<file path="src/rtl/plt_pkg.sv">
`timescale 1ns / 1ps
`default_nettype none
// ----------------------------------------------------------------------------
// plt_pkg
// Shared types and constants of the palette light color transform.
// ----------------------------------------------------------------------------
package plt_pkg;

   localparam int ColorWidth  = 8;
   localparam int LaneWidth   = 16;
   localparam int PackedWidth = 48;
   localparam int FadeWidth   = 16;
   localparam int WordWidth   = 16;
   localparam int SlotWidth   = 2;
   localparam int CsrIdxWidth = 3;
   localparam int DivSteps    = 28;
   localparam int DivCntWidth = 5;

   localparam logic [CsrIdxWidth-1:0] CsrAmbientAdd   = 3'd0;
   localparam logic [CsrIdxWidth-1:0] CsrAmbientScale = 3'd1;
   localparam logic [CsrIdxWidth-1:0] CsrLightColor   = 3'd2;
   localparam logic [CsrIdxWidth-1:0] CsrFadeAmount   = 3'd3;
   localparam logic [CsrIdxWidth-1:0] CsrGrayEnable   = 3'd4;

   localparam logic [FadeWidth-1:0] FadeReset = 16'd4096;

   typedef struct packed {
      logic [ColorWidth-1:0] red;
      logic [ColorWidth-1:0] green;
      logic [ColorWidth-1:0] blue;
      logic                  gray;
   } item_type;

   // Signed Q4.12 lane of a packed triple: 0 red, 1 green, 2 blue.
   function automatic logic signed [LaneWidth-1:0] lane(
      input logic [PackedWidth-1:0] packed_val,
      input logic [1:0]             ch
   );
      logic signed [LaneWidth-1:0] res;
      case (ch)
         2'd0:    res = $signed(packed_val[47:32]);
         2'd1:    res = $signed(packed_val[31:16]);
         default: res = $signed(packed_val[15:0]);
      endcase
      return res;
   endfunction

endpackage
`default_nettype wire

</file>
<file path="src/rtl/plt_scale_div.sv">
`timescale 1ns / 1ps
`default_nettype none
// ----------------------------------------------------------------------------
// plt_scale_div
// Serial restoring divider for the lit scale: fade * 4096 / (4096 + max light),
// one quotient bit per cycle, truncated toward zero and saturated to Q4.12.
// ----------------------------------------------------------------------------
module plt_scale_div (
   input  wire logic                                  clock,
   input  wire logic                                  reset,
   input  wire logic                                  start,
   input  wire logic [plt_pkg::FadeWidth-1:0]         fade,
   input  wire logic signed [plt_pkg::LaneWidth-1:0]  light_max,
   output logic                                       busy,
   output logic signed [plt_pkg::LaneWidth-1:0]       lit_scale
);

   localparam int NumWidth = plt_pkg::FadeWidth + 12;

   logic                         busy_ff, busy_in;
   logic [plt_pkg::DivCntWidth-1:0] cnt_ff, cnt_in;
   logic                         neg_ff, neg_in;
   logic                         zero_ff, zero_in;
   logic                         fade_nz_ff, fade_nz_in;
   logic [16:0]                  dmag_ff, dmag_in;
   logic [16:0]                  rem_ff, rem_in;
   logic [NumWidth-1:0]          num_ff, num_in;
   logic signed [plt_pkg::LaneWidth-1:0] ls_ff, ls_in;

   logic signed [16:0]           d;
   logic [17:0]                  trial;
   logic                         qbit;

   always_comb begin
      d       = 17'(light_max) + 17'sd4096;
      trial   = {rem_ff, num_ff[NumWidth-1]};
      qbit    = trial >= {1'b0, dmag_ff};
      busy_in    = busy_ff;
      cnt_in     = cnt_ff;
      neg_in     = neg_ff;
      zero_in    = zero_ff;
      fade_nz_in = fade_nz_ff;
      dmag_in    = dmag_ff;
      rem_in     = rem_ff;
      num_in     = num_ff;
      ls_in      = ls_ff;
      if (start) begin
         busy_in    = 1'b1;
         cnt_in     = plt_pkg::DivCntWidth'(plt_pkg::DivSteps);
         neg_in     = d[16];
         zero_in    = d == 17'sd0;
         fade_nz_in = fade != '0;
         dmag_in    = d[16] ? 17'(-d) : 17'(d);
         rem_in     = '0;
         num_in     = {fade, 12'd0};
      end else if (busy_ff && cnt_ff != '0) begin
         rem_in = qbit ? 17'(trial - {1'b0, dmag_ff}) : trial[16:0];
         num_in = {num_ff[NumWidth-2:0], qbit};
         cnt_in = cnt_ff - 1'b1;
      end else if (busy_ff) begin
         busy_in = 1'b0;
         if (zero_ff) begin
            ls_in = fade_nz_ff ? 16'sd32767 : 16'sd0;
         end else if (!neg_ff) begin
            ls_in = (num_ff > NumWidth'(32767)) ? 16'sd32767 : $signed(num_ff[15:0]);
         end else begin
            ls_in = (num_ff > NumWidth'(32768)) ? $signed(16'h8000)
                                                : $signed(16'(-num_ff[15:0]));
         end
      end
   end

   always_ff @(posedge clock) begin
      if (reset) begin
         busy_ff <= 1'b0;
         cnt_ff  <= '0;
      end else begin
         busy_ff <= busy_in;
         cnt_ff  <= cnt_in;
      end
      neg_ff     <= neg_in;
      zero_ff    <= zero_in;
      fade_nz_ff <= fade_nz_in;
      dmag_ff    <= dmag_in;
      rem_ff     <= rem_in;
      num_ff     <= num_in;
      ls_ff      <= ls_in;
   end

   assign busy      = busy_ff;
   assign lit_scale = ls_ff;

endmodule
`default_nettype wire

</file>
<file path="config.mk">
export PLATFORM = sky130hd
export DESIGN_NAME = plt_scale_div
export DESIGN_NICKNAME = d
export VERILOG_FILES = /design/src/rtl/plt_pkg.sv /design/src/rtl/plt_scale_div.sv
export SDC_FILE = /design/constraint.sdc
export NUM_CORES = 1
export LEC_CHECK = 0
export BUFFER_PORTS_ARGS = -buffer_cell sky130_fd_sc_hd__buf_4
export CAP_MARGIN = 30
export CORE_MARGIN = 1
export CORE_UTILIZATION = 40
export CTS_CLUSTER_DIAMETER = 80
export DETAILED_ROUTE_END_ITERATION = 8
export SETUP_SLACK_MARGIN = 0.05
export SLEW_MARGIN = 5
export SYNTH_ARGS = -nofsm -noshare
export SYNTH_HDL_FRONTEND = slang
export SYNTH_SLANG_ARGS = --single-unit
</file>
<file path="constraint.sdc">
create_clock -name clock -period 3.51 [get_ports clock]
set_clock_uncertainty 0.2 [all_clocks]
set_input_delay 0.5265 -clock clock [delete_from_list [all_inputs] [get_ports clock]]
set_output_delay 0.5265 -clock clock [all_outputs]
set_load 0.02 [all_outputs]
</file>
Yosys cells after proc, flatten, opt, wreduce, memory -nomap -nowiden:

Cells that the tools add are included.

* register bits after elaboration: 87
* word-level logic and storage cells: 43
* output and inout bits: 17

* $lt $le $gt $ge: 3
* mux-type cells: 13
* add/sub/neg operators: 5
* reductions and logical operators: 7
* eq/ne operators: 1
* bitwise gates (word level): 2

Operators by type and width (number)
* 16-bit 2-to-1 mux: 5
* 28-bit 2-to-1 mux: 2
* 28-bit by 15-bit > comparator with 1-bit output, second input constant: 1
* 28-bit by 16-bit > comparator with 1-bit output, second input constant: 1
* 18-bit by 17-bit greater-or-equal comparator with 1-bit output: 1
* 16-bit by 14-bit adder with 17-bit output, second input constant: 1
* 17-bit zero test: 1
* 17-bit 2-to-1 mux: 1
* 17-bit negator: 1
* 17-bit subtractor: 1
* 16-bit negator: 1
* 16-bit nonzero test: 1
* 15-bit 2-to-1 mux: 1
* 5-bit 2-to-1 mux: 2
* 5-bit nonzero test: 1
* 5-bit by 1-bit subtractor with 5-bit output, second input constant: 1
* 3-bit AND reduction: 1
* 1-bit 2-to-1 mux: 2
* 2-bit inequality test, second input constant: 1
* 1-bit NOT: 2
* 2-bit nonzero test: 1
* 2-bit OR reduction: 1
* 1-bit logical AND: 1

Depth between registers and ports, before layout:

Gate-level depths: netlist of the first run.

* depth in word-level cells: 4
* mapped depth: 10

Worst setup path before layout of the first run:

Ideal clock, no wire load.

* path kind: reg2reg
* start: register num_ff[27]
* end: register rem_ff[14]
* library setup time: 0.079 ns
* data arrival time: 2.364 ns
* slack: 0.867 ns
* buffers on the path: 1
* stages on the path, launching flop included: 11
* data required time: 3.231 ns
* cells stage by stage: edfxtp_1 inv_1 ha_1 inv_1 fa_1 a211oi_1 o211ai_1 a41oi_1 buf_2 nand4_1 o211ai_1

* cells in the longest elaborated chain, start to end: 2
* elaborated cells on any way between the ends: 3

RTL lines
* from (decl): RTL line plt_scale_div.sv:27 `logic [NumWidth-1:0] num_ff, num_in;`
* from (signal assigned): RTL line plt_scale_div.sv:86 `num_ff <= num_in;`
* 17-bit subtractor / 18-bit by 17-bit greater-or-equal comparator with 1-bit output (equally long branches): RTL line plt_scale_div.sv:57, plt_scale_div.sv:37
* 17-bit 2-to-1 mux *: RTL line plt_scale_div.sv:57 `rem_in = qbit ? 17'(trial - {1'b0, dmag_ff}) : trial[16:0];`
* to (signal assigned): RTL line plt_scale_div.sv:85 `rem_ff <= rem_in;`
* to (decl): RTL line plt_scale_div.sv:26 `logic [16:0] rem_ff, rem_in;`

Mark *: on every way between the ends. The rest lies on a longest branch, timed or not.
A chain may end at the register's enable or synchronous reset.

Worst setup path after layout of the first run:

* start: register num_ff[27]
* end: register rem_ff[9]

Same word-level chain as after synthesis.

==> flow_metrics.py, run 1 <==
metrics = {
    "run_status": {
        "status": "finished clean",
    },
    "synth": {
        "synth_edf_count": 52,
        "syn_area_um2": 5090,
        "ys_ff_latch": 87,
        "async_reset_ff_frac": 0,
        "ys_warn_count": 0,
        "synth_cell_type_count": 54,
        "avgSynthCellArea_um2": 8.69,
        "synthCells": 586,
        "synth_nets": 644,
        "synth_flop_cell": "edfxtp_1",
        "ys_seq_area_frac": 0.444,
    },
    "critical_path": {
        "startpoint": "num_ff[27]",
        "worstSetupEndpointType": "flip-flop",
        "path_class": "flip-flop to flip-flop",
        "path_cells": "inv_1, ha_1, inv_1, fa_1, a211oi_1, o211ai_1, a41oi_1, buf_4, a41oi_1, o31ai_1",
        "rr_startpoint": "num_ff[27]",
        "cp.arrival_ns": 3.06,
        "cp_max_fo": 11,
        "required_ns": 3.56,
        "crit_path_start_kind": "flip-flop",
        "critPathMaxStageDelay_ns": 0.49,
        "crit_slowest_cell": "a41oi_1",
    },
    "drt": {
        "drtIter0Drc": 250,
        "drt-total-wl_um": 11400,
        "via_per_inst": 5.31,
        "vias": 4258,
        "wl_per_cell_um": 14.2,
        "firstDrtPassIters": 5,
        "ant_nets": 0,
        "drc": 0,
    },
    "timing": {
        "finalHoldViolations": 0,
        "slew_violations": 0,
        "finalSetupViolations": 0,
        "rsz0062_at_grt": "no",
        "period_needed_ns": 3.01,
        "worstMarginPinSlew_ns": 0.743,
        "finalSetupTns_ns": 0,
        "period_share": 0.856,
        "slew_headroom": 0.498,
        "fmax_ghz": 0.333,
        "setup_ws_ns": 0.505,
    },
    "placed_design": {
        "dpl.hpwl_um": 8580,
        "place_ws_ns": 0.512,
        "placedCellCount": 786,
        "gp_congestion": 0.877,
        "place_area_um2": 5630,
        "io_buffer_count": 51,
    },
    "clock_network": {
        "post_cts_buffers": 0,
        "hold_buffers": 0,
        "cts_sinks": 87,
        "cts_root_buf": "clkbuf_16",
        "clk_pin_slew_ns": 0.06,
        "cts_tree": "yes",
        "worstSkewPairLatency_ns": 0.35,
        "cts_buffer_depth": 2,
        "htree_num_levels": 3,
        "cts_buffers": 9,
        "ctsResizeCount": 0,
    },
    "layout": {
        "final_cell_mix": "nand2_1 (103), buf_4 (59), edfxtp_1 (52)",
        "layout.cells.non_filler": 802,
        "area_growth_syn_to_layout_pct": 16.0,
        "n_antenna_cell": 0,
        "final_area_um2": 5910,
        "drive_above_1_share": 0.126,
        "nets": 687,
        "final_common_cell": "nand2_1",
    },
    "pwr": {
        "pwr-share-clk": 0.342,
        "ir_worst_vdd_uv": 215,
        "p_switching_mw": 0.752,
        "comb_power_share": 0.196,
        "p_sw_frac": 0.287,
        "power_density_nw_per_um2": 444,
        "p_seq_frac": 0.463,
        "internal_power_mw": 1.87,
        "leakagePower_nw": 2.28,
    },
    "min_path": {
        "hold_start": "reset",
        "hp-class": "input port to flip-flop",
    },
    "global_route": {
        "grt_pass1_wl_um": 18800,
        "overflow": 0,
        "grt_max_degree": 52,
        "grt_pass1_vias": 3919,
        "antenna_found_initial": 0,
        "gr-usage-all-layers": 0.183,
    },
    "floorplanning": {
        "fp.dieArea_um2": 13200,
        "die_y_um": 115,
        "core-area_um2": 12200,
        "rows": 40,
        "io_pins": 52,
        "start_util": 0.417,
        "die_w_um": 115,
    },
    "job": {
        "maxCapViolations": 0,
    },
}
-- metrics by stage --
stage               utilization  power [mW]  hold slack, ns
global placement          0.461        1.74           0.288
detailed placement        0.461        1.75           0.293
global route              0.484        2.76           0.188
CTS                       0.484        2.65           0.170
floorplan                     -        1.59           0.254
finish                    0.484        2.62           0.184
-- final timing paths --
path / to / slack [ns] / cells after the start
max: rem_ff[9] / 0.50 / 10
min: cnt_ff[3] / 0.18 / 2
max reg2reg: rem_ff[9] / 0.50 / 10
min reg2reg: num_ff[1] / 0.30 / 2
-- registers in the layout, summed over array words and instances (netlist names) --
name and count:
num_ff 28, dmag_ff 17, rem_ff 17, lit_scale 16, cnt_ff 5, busy 1
fade_nz_ff 1, neg_ff 1, zero_ff 1
-- cell usage after synthesis, types with 3 or more instances --
library cell / number / share of area
ha_1: 22 / 0.054
o21bai_1: 3 / 0.0044
and2_1: 3 / 0.0037
a211oi_1: 4 / 0.0059
and3_1: 5 / 0.0061
nor4_1: 14 / 0.017
nor2b_1: 3 / 0.0037
o21ai_1: 10 / 0.0098
nor3_1: 12 / 0.012
edfxtp_1: 52 / 0.31
or3_1: 3 / 0.0037
nand2b_1: 6 / 0.0074
a31oi_1: 11 / 0.014
inv_1: 29 / 0.021
o211ai_1: 4 / 0.0059
nor2_1: 34 / 0.025
o22ai_1: 6 / 0.0074
nand4_1: 8 / 0.0098
dfxtp_1: 35 / 0.14
clkbuf_1: 24 / 0.018
o31ai_1: 11 / 0.016
xnor2_1: 17 / 0.029
xor2_1: 17 / 0.029
nand2_1: 103 / 0.076
a21oi_1: 50 / 0.049
nand3_1: 16 / 0.016
nor4b_1: 3 / 0.0052
o21ai_0: 46 / 0.045
-- worst max-delay path: cells and delay by family (launching register included) --
family,cells,cell delay (ns)
buf+inv,3,0.41
fa+ha+maj,2,0.57
compound gates,5,1.34
flops,1,0.40
-- routing by layer --
layer	GRT usage	vias up	part of all wire
li1	-	2212	-
met5	0	-	0
met1	0.238	1941	0.48
met4	0.0658	0	0.016
met2	0.302	92	0.47
met3	0.0385	13	0.042
-- power by group through the flow --
stage	clock, mW	combinational (mW)	sequential, mW
2_1_floorplan	0	0.363	1.23
5_1_grt	0.960	0.579	1.22
3_5_place_dp	0	0.510	1.24
4_1_cts	0.923	0.512	1.21
3_3_place_gp	0	0.502	1.23
6_report	0.897	0.513	1.21
-- area by class of cell --
class                      count  area, um^2
fill                        1206        6300
multi-input combinational    442        2610
sequential                    87        2260
timing repair buffer          59         443
clock buffer                  11         243
tap                          168         210
inverter                      30         113
clock inverter                 5        32.5
-- cell families (layout without fill, tap and decap cells) --
family                     Yosys count  count (layout)  synth area share
and+or+nand+nor                    220             220             0.202
DFF                                 87              87             0.444
muxes                                1               1           0.00197
AOI/OAI and AO/OA                  164             164             0.192
xor gates and xnor gates            34              34            0.0585
buffers and inverters               57             105            0.0440
adders and majority gates           23              23            0.0580
(Power assumes the default switching activity.)
==> run 2, diff against run 1 <==
--- a/config.mk
+++ b/config.mk
@@ -10,3 +10,3 @@
 export CORE_MARGIN = 1
-export CORE_UTILIZATION = 40
+export CORE_UTILIZATION = 42
 export CTS_CLUSTER_DIAMETER = 80
==> constraint.sdc (replaced) <==
create_clock -name clock -period 3.51 [get_ports clock]
set_clock_uncertainty 0.2 [all_clocks]
set_input_delay 0.702 -clock clock [delete_from_list [all_inputs] [get_ports clock]]
set_output_delay 0.702 -clock clock [all_outputs]
set_load 0.02 [all_outputs]
==> flow_metrics.py, run 2 (same netlist as run 1, synthesis figures left out) <==
metrics = {
    "run_status": {
        "status": "finished, violations left",
        "violations": "DRC",
    },
    "floorplanning": {
        "die_w_um": 112,
        "start_util": 0.438,
        "io_pins": 52,
        "core-area_um2": 11600,
        "die_y_um": 112,
        "rows": 39,
        "fp.dieArea_um2": 12600,
    },
    "layout": {
        "drive_above_1_share": 0.123,
        "reg.largest.list": "num_ff (28), dmag_ff (17), rem_ff (17)",
        "layout.cells.non_filler": 776,
        "n_antenna_cell": 0,
        "multi_input_area_um2": 2610,
        "final_area_um2": 5890,
        "final_cell_mix": "nand2_1 (103), buf_4 (58), edfxtp_1 (52)",
        "area_growth_syn_to_layout_pct": 15.6,
        "n_fill_cell": 1067,
        "nets": 686,
        "largest_reg_flops": 28,
        "regArea_um2": 2260,
        "final_common_cell": "nand2_1",
        "top_register": "num_ff",
    },
    "global_route": {
        "overflow": 0,
        "grt_max_degree": 52,
        "gr-usage-all-layers": 0.192,
        "grt_pass1_vias": 4052,
        "antenna_found_initial": 0,
        "top_usage_layer": "met2",
        "grtUsageMet2": 0.335,
        "grt_pass1_wl_um": 19300,
        "grt_util_met1": 0.242,
        "grt_use_met3": 0.0324,
    },
    "timing": {
        "period_share": 0.830,
        "finalSetupTns_ns": 0,
        "fmax_ghz": 0.343,
        "period_needed_ns": 2.91,
        "slew_violations": 0,
        "setup_ws_ns": 0.595,
        "slew_headroom": 0.501,
        "finalHoldViolations": 0,
        "finalSetupViolations": 0,
        "rsz0062_at_grt": "no",
        "worstMarginPinSlew_ns": 0.738,
    },
    "drt": {
        "vias": 4325,
        "wl_per_cell_um": 14.7,
        "drt-total-wl_um": 11400,
        "ant_nets": 0,
        "drtIter0Drc": 403,
        "drc": 6,
        "firstDrtPassIters": 7,
        "via_per_inst": 5.57,
    },
    "min_path": {
        "hp-class": "flip-flop to flip-flop",
    },
    "clock_network": {
        "post_cts_buffers": 0,
        "ctsResizeCount": 0,
        "htree_num_levels": 3,
        "clk_pin_slew_ns": 0.07,
        "cts_tree": "yes",
        "cts_buffers": 9,
        "cts_buffer_depth": 2,
        "worstSkewPairLatency_ns": 0.34,
        "cts_sinks": 87,
        "hold_buffers": 0,
        "cts_root_buf": "clkbuf_16",
    },
    "placed_design": {
        "place_area_um2": 5600,
        "dpl.hpwl_um": 8320,
        "gp_congestion": 0.925,
        "io_buffer_count": 51,
        "placedCellCount": 760,
        "place_ws_ns": 0.621,
    },
    "pwr": {
        "leakagePower_nw": 2.28,
        "pwr-share-clk": 0.356,
        "power_density_nw_per_um2": 456,
        "p_sw_frac": 0.282,
        "comb_power_share": 0.192,
        "p_seq_frac": 0.452,
        "p_switching_mw": 0.756,
        "ir_worst_vdd_uv": 235,
        "internal_power_mw": 1.93,
    },
    "critical_path": {
        "path_class": "flip-flop to flip-flop",
        "path_cells": "inv_1, ha_1, inv_1, fa_1, a211oi_1, o31ai_1, o21ai_0, a21oi_1, nor4b_1, a221o_1",
        "critical_path_buf_inv_count": 2,
        "cp_max_fo": 4,
        "required_ns": 3.54,
        "cp.arrival_ns": 2.95,
        "crit_top_cell": "inv_1",
        "crit_path_start_kind": "flip-flop",
        "crit_slowest_cell": "fa_1",
        "worstSetupEndpointType": "flip-flop",
        "critPathMaxStageDelay_ns": 0.40,
        "cpLargestDelayFamily": "compound AO/OA/AOI/OAI gates",
    },
    "job": {
        "maxCapViolations": 0,
    },
}
-- run 2: path summary, 6_finish.rpt --
check | startpoint | end | slack, ns | depth (start not counted)
max reg2reg | num_ff[27] | rem_ff[16] | 0.60 | 10
min reg2reg | rem_ff[2] | rem_ff[3] | 0.31 | 2
min | rem_ff[2] | rem_ff[3] | 0.31 | 2
max | num_ff[27] | rem_ff[16] | 0.60 | 10
-- run 2: power by group through the flow --
stage / Clock, mW / Sequential (mW) / Combinational (mW)
finish: 0.955 / 1.21 / 0.514
global route: 1.02 / 1.22 / 0.574
CTS: 0.974 / 1.21 / 0.512
detailed placement: 0 / 1.23 / 0.509
global placement: 0 / 1.23 / 0.501
floorplan: 0 / 1.23 / 0.363
-- run 2: cell type report --
cell class / instances / share of cell area
sequential: 87 / 0.384
inverter: 30 / 0.0191
clock buffer: 11 / 0.0395
tap: 143 / 0.0304
timing repair buffer: 58 / 0.0739
clock inverter: 5 / 0.0102
multi-input combinational: 442 / 0.443
-- run 2: per-layer routing --
metal	routed length, um	part of all wire
met5	0	0
met4	150	0.013
met3	561	0.049
met2	5590	0.49
met1	5080	0.45
-- run 2: worst reg2reg max path, delay by kind of cell, from the launching register on --
| kind | cells | cell delay [ns] |
|---|---|---|
| compound gates | 5 | 1.33 |
| fa+ha+maj | 2 | 0.57 |
| buf+inv | 2 | 0.16 |
| simple gates | 1 | 0.16 |
| flops | 1 | 0.38 |
-- run 2: stage by stage --
| step | util | total power, mW | hold WS [ns] |
|---|---|---|---|
| final | 0.507 | 2.68 | 0.308 |
| after global routing | 0.507 | 2.82 | 0.332 |
| after CTS | 0.507 | 2.70 | 0.309 |
| after detailed placement | 0.482 | 1.74 | 0.292 |
| after global placement | 0.482 | 1.74 | 0.289 |
| after floorplan | - | 1.59 | 0.254 |
==> run 3, diff against run 2 <==
ABC_AREA = 1   (was default)
clock period = 2.8 ns   (was 3.51 ns; I/O delays follow)
==> flow_metrics.py, run 3 <==
metrics = {
    "run_status": {
        "status": "finished clean",
    },
    "layout": {
        "drive_above_1_share": 0.120,
        "final_area_um2": 6500,
        "nets": 879,
        "final_common_cell": "nand2_1",
        "n_antenna_cell": 0,
        "n_fill_cell": 1279,
        "utilization": 0.505,
        "layout.cells.non_filler": 998,
        "top_register": "num_ff",
        "largest_reg_flops": 28,
        "area_growth_syn_to_layout_pct": 15.1,
        "final_cell_mix": "nand2_1 (216), inv_1 (138), buf_4 (58)",
        "reg.largest.list": "num_ff (28), dmag_ff (17), rem_ff (17)",
    },
    "synth": {
        "avgSynthCellArea_um2": 7.37,
        "synth_nets": 824,
        "synth_top_family_by_area": "simple AND/OR/NAND/NOR gates",
        "synth.area.top_cells": "edfxtp_1 (28%), nand2_1 (14%), dfxtp_1 (12%)",
        "ys_warn_count": 0,
        "ys_ff_latch": 87,
        "ys_seq_area_frac": 0.401,
        "netlist.top_cell.by_area": "edfxtp_1",
        "synth_top_area_share": 0.277,
        "synth_fa_ha_area_frac": 0.0523,
        "synthTopCellsByCount": "nand2_1 (216), inv_1 (138), nand3_1 (57), edfxtp_1 (52), nor2_1 (52)",
        "synth_flop_cell": "edfxtp_1",
        "synth-compound-area-share": 0.0818,
        "synth.most_common_cell": "nand2_1",
        "synthCells": 766,
        "syn_area_um2": 5640,
        "synth_xor_area_frac": 0.0435,
        "synth_cell_type_count": 41,
        "synth.area.mux_share": 0,
        "synth_edf_count": 52,
        "async_reset_ff_frac": 0,
        "yosys.area_share.simple": 0.311,
    },
    "timing": {
        "slew_violations": 0,
        "setup_ws_ns": 0.371,
        "rsz0062_at_grt": "no",
        "period_needed_ns": 2.43,
        "slew_headroom": 0.662,
        "finalHoldViolations": 0,
        "fmax_ghz": 0.412,
        "period_share": 0.867,
        "finalSetupViolations": 0,
        "worstMarginPinSlew_ns": 0.507,
        "finalSetupTns_ns": 0,
        "holdWs_ns": 0.194,
    },
    "clock_network": {
        "post_cts_buffers": 0,
        "cts_buffers": 9,
        "cts_buffer_depth": 2,
        "worstSkewPairLatency_ns": 0.35,
        "cts_root_buf": "clkbuf_16",
        "hold_buffers": 0,
        "cts_tree": "yes",
        "ctsResizeCount": 0,
        "cts_sinks": 87,
        "clk_pin_slew_ns": 0.07,
        "htree_num_levels": 3,
    },
    "floorplanning": {
        "io_pins": 52,
        "rows": 41,
        "fp.dieArea_um2": 13900,
        "die_y_um": 118,
        "die_w_um": 118,
        "start_util": 0.438,
        "core-area_um2": 12900,
    },
    "pwr": {
        "pwr-share-clk": 0.381,
        "internal_power_mw": 2.33,
        "comb_power_share": 0.161,
        "total_power_mw": 3.21,
        "p_switching_mw": 0.881,
        "p_seq_frac": 0.458,
        "leakagePower_nw": 3.23,
        "ir_worst_vdd_uv": 290,
        "power_density_nw_per_um2": 495,
        "p_sw_frac": 0.274,
    },
    "critical_path": {
        "crit_path_start_kind": "flip-flop",
        "critPathMaxStageDelay_ns": 0.44,
        "required_ns": 2.85,
        "cp_max_fo": 17,
        "crit_top_cell": "nand2_1",
        "cp.arrival_ns": 2.48,
        "crit_slowest_cell": "fa_1",
        "path_class": "flip-flop to flip-flop",
        "path_cells": "inv_1, ha_1, inv_1, fa_1, nand3_1, nand3_2, nand2_4, nand2_4, nand2_1, nand2_1, nand2_1, nand2_1",
        "worstSetupEndpointType": "flip-flop",
    },
    "global_route": {
        "gr-usage-all-layers": 0.192,
        "antenna_found_initial": 0,
        "grt_max_degree": 34,
        "grt_pass1_wl_um": 21500,
        "overflow": 0,
        "grt_pass1_vias": 4595,
    },
    "placed_design": {
        "placedCellCount": 982,
        "io_buffer_count": 51,
        "place_ws_ns": 0.349,
        "gp_congestion": 0.895,
        "place_area_um2": 6200,
        "dpl.hpwl_um": 9680,
    },
    "drt": {
        "vias": 4908,
        "drt-total-wl_um": 12800,
        "wl_per_cell_um": 12.8,
        "firstDrtPassIters": 5,
        "ant_nets": 0,
        "via_per_inst": 4.92,
        "drc": 0,
        "drtIter0Drc": 302,
    },
    "job": {
        "maxCapViolations": 0,
    },
    "min_path": {
        "hp-class": "input port to flip-flop",
    },
}
run 3: changes by cell type after synthesis, moves of 9 or more:
cell | before | now
a21oi_1 | 50 | 17
nor4_1 | 14 | 3
o22ai_1 | 6 | 17
nand3_1 | 16 | 57
nand2_1 | 103 | 216
nor2_1 | 34 | 52
o21ai_0 | 46 | 36
clkbuf_1 | 24 | 2
o31ai_1 | 11 | 1
inv_1 | 29 | 138
a31oi_1 | 11 | 2
run 3: power by group through the flow:
| stage | registers [mW] | clock network [mW] | logic (mW) |
|---|---|---|---|
| CTS | 1.47 | 1.26 | 0.517 |
| global route | 1.48 | 1.31 | 0.582 |
| global placement | 1.50 | 0 | 0.509 |
| floorplan | 1.51 | 0 | 0.340 |
| detailed placement | 1.50 | 0 | 0.514 |
| finish | 1.47 | 1.22 | 0.517 |
run 3: layout make-up:
cell class	instances	area (um^2)	share of cell area
Multi-Input combinational cell	524	2760	0.424
Sequential cell	87	2260	0.348
Inverter	141	529	0.0815
Timing Repair Buffer	58	435	0.0670
Clock buffer	11	233	0.0358
Tap cell	172	215	0.0331
Clock inverter	5	65.1	0.0100
run 3: worst max-delay path: cells and delay by family (launching register included):
kind,cells,cell delay (ns)
adders and majority gates,2,0.59
DFF,1,0.36
and+or+nand+nor,8,1.01
buffers and inverters,2,0.18
run 3: cell families after synthesis:
family,after synthesis
and+or+nand+nor,389
buffers and inverters,155
DFF,87
AOI/OAI and AO/OA,84
xor gates and xnor gates,28
adders and majority gates,23
run 3: routing by layer:
layer / vias to the layer above / global-route usage / wire length [um]
met1: 2189 / 0.266 / 6280
met4: 0 / 0.0737 / 194
li1: 2575 / - / -
met5: - / 0 / 0
met3: 13 / 0.0383 / 797
met2: 131 / 0.295 / 5480
run 3: final timing paths:
check | from | to | slack (ns) | cells after the start
setup / recovery | num_ff[27] | rem_ff[13] | 0.37 | 12
hold / removal | reset | cnt_ff[2] | 0.19 | 2
setup reg to reg | num_ff[27] | rem_ff[13] | 0.37 | 12
hold reg to reg | cnt_ff[4] | cnt_ff[4] | 0.27 | 2
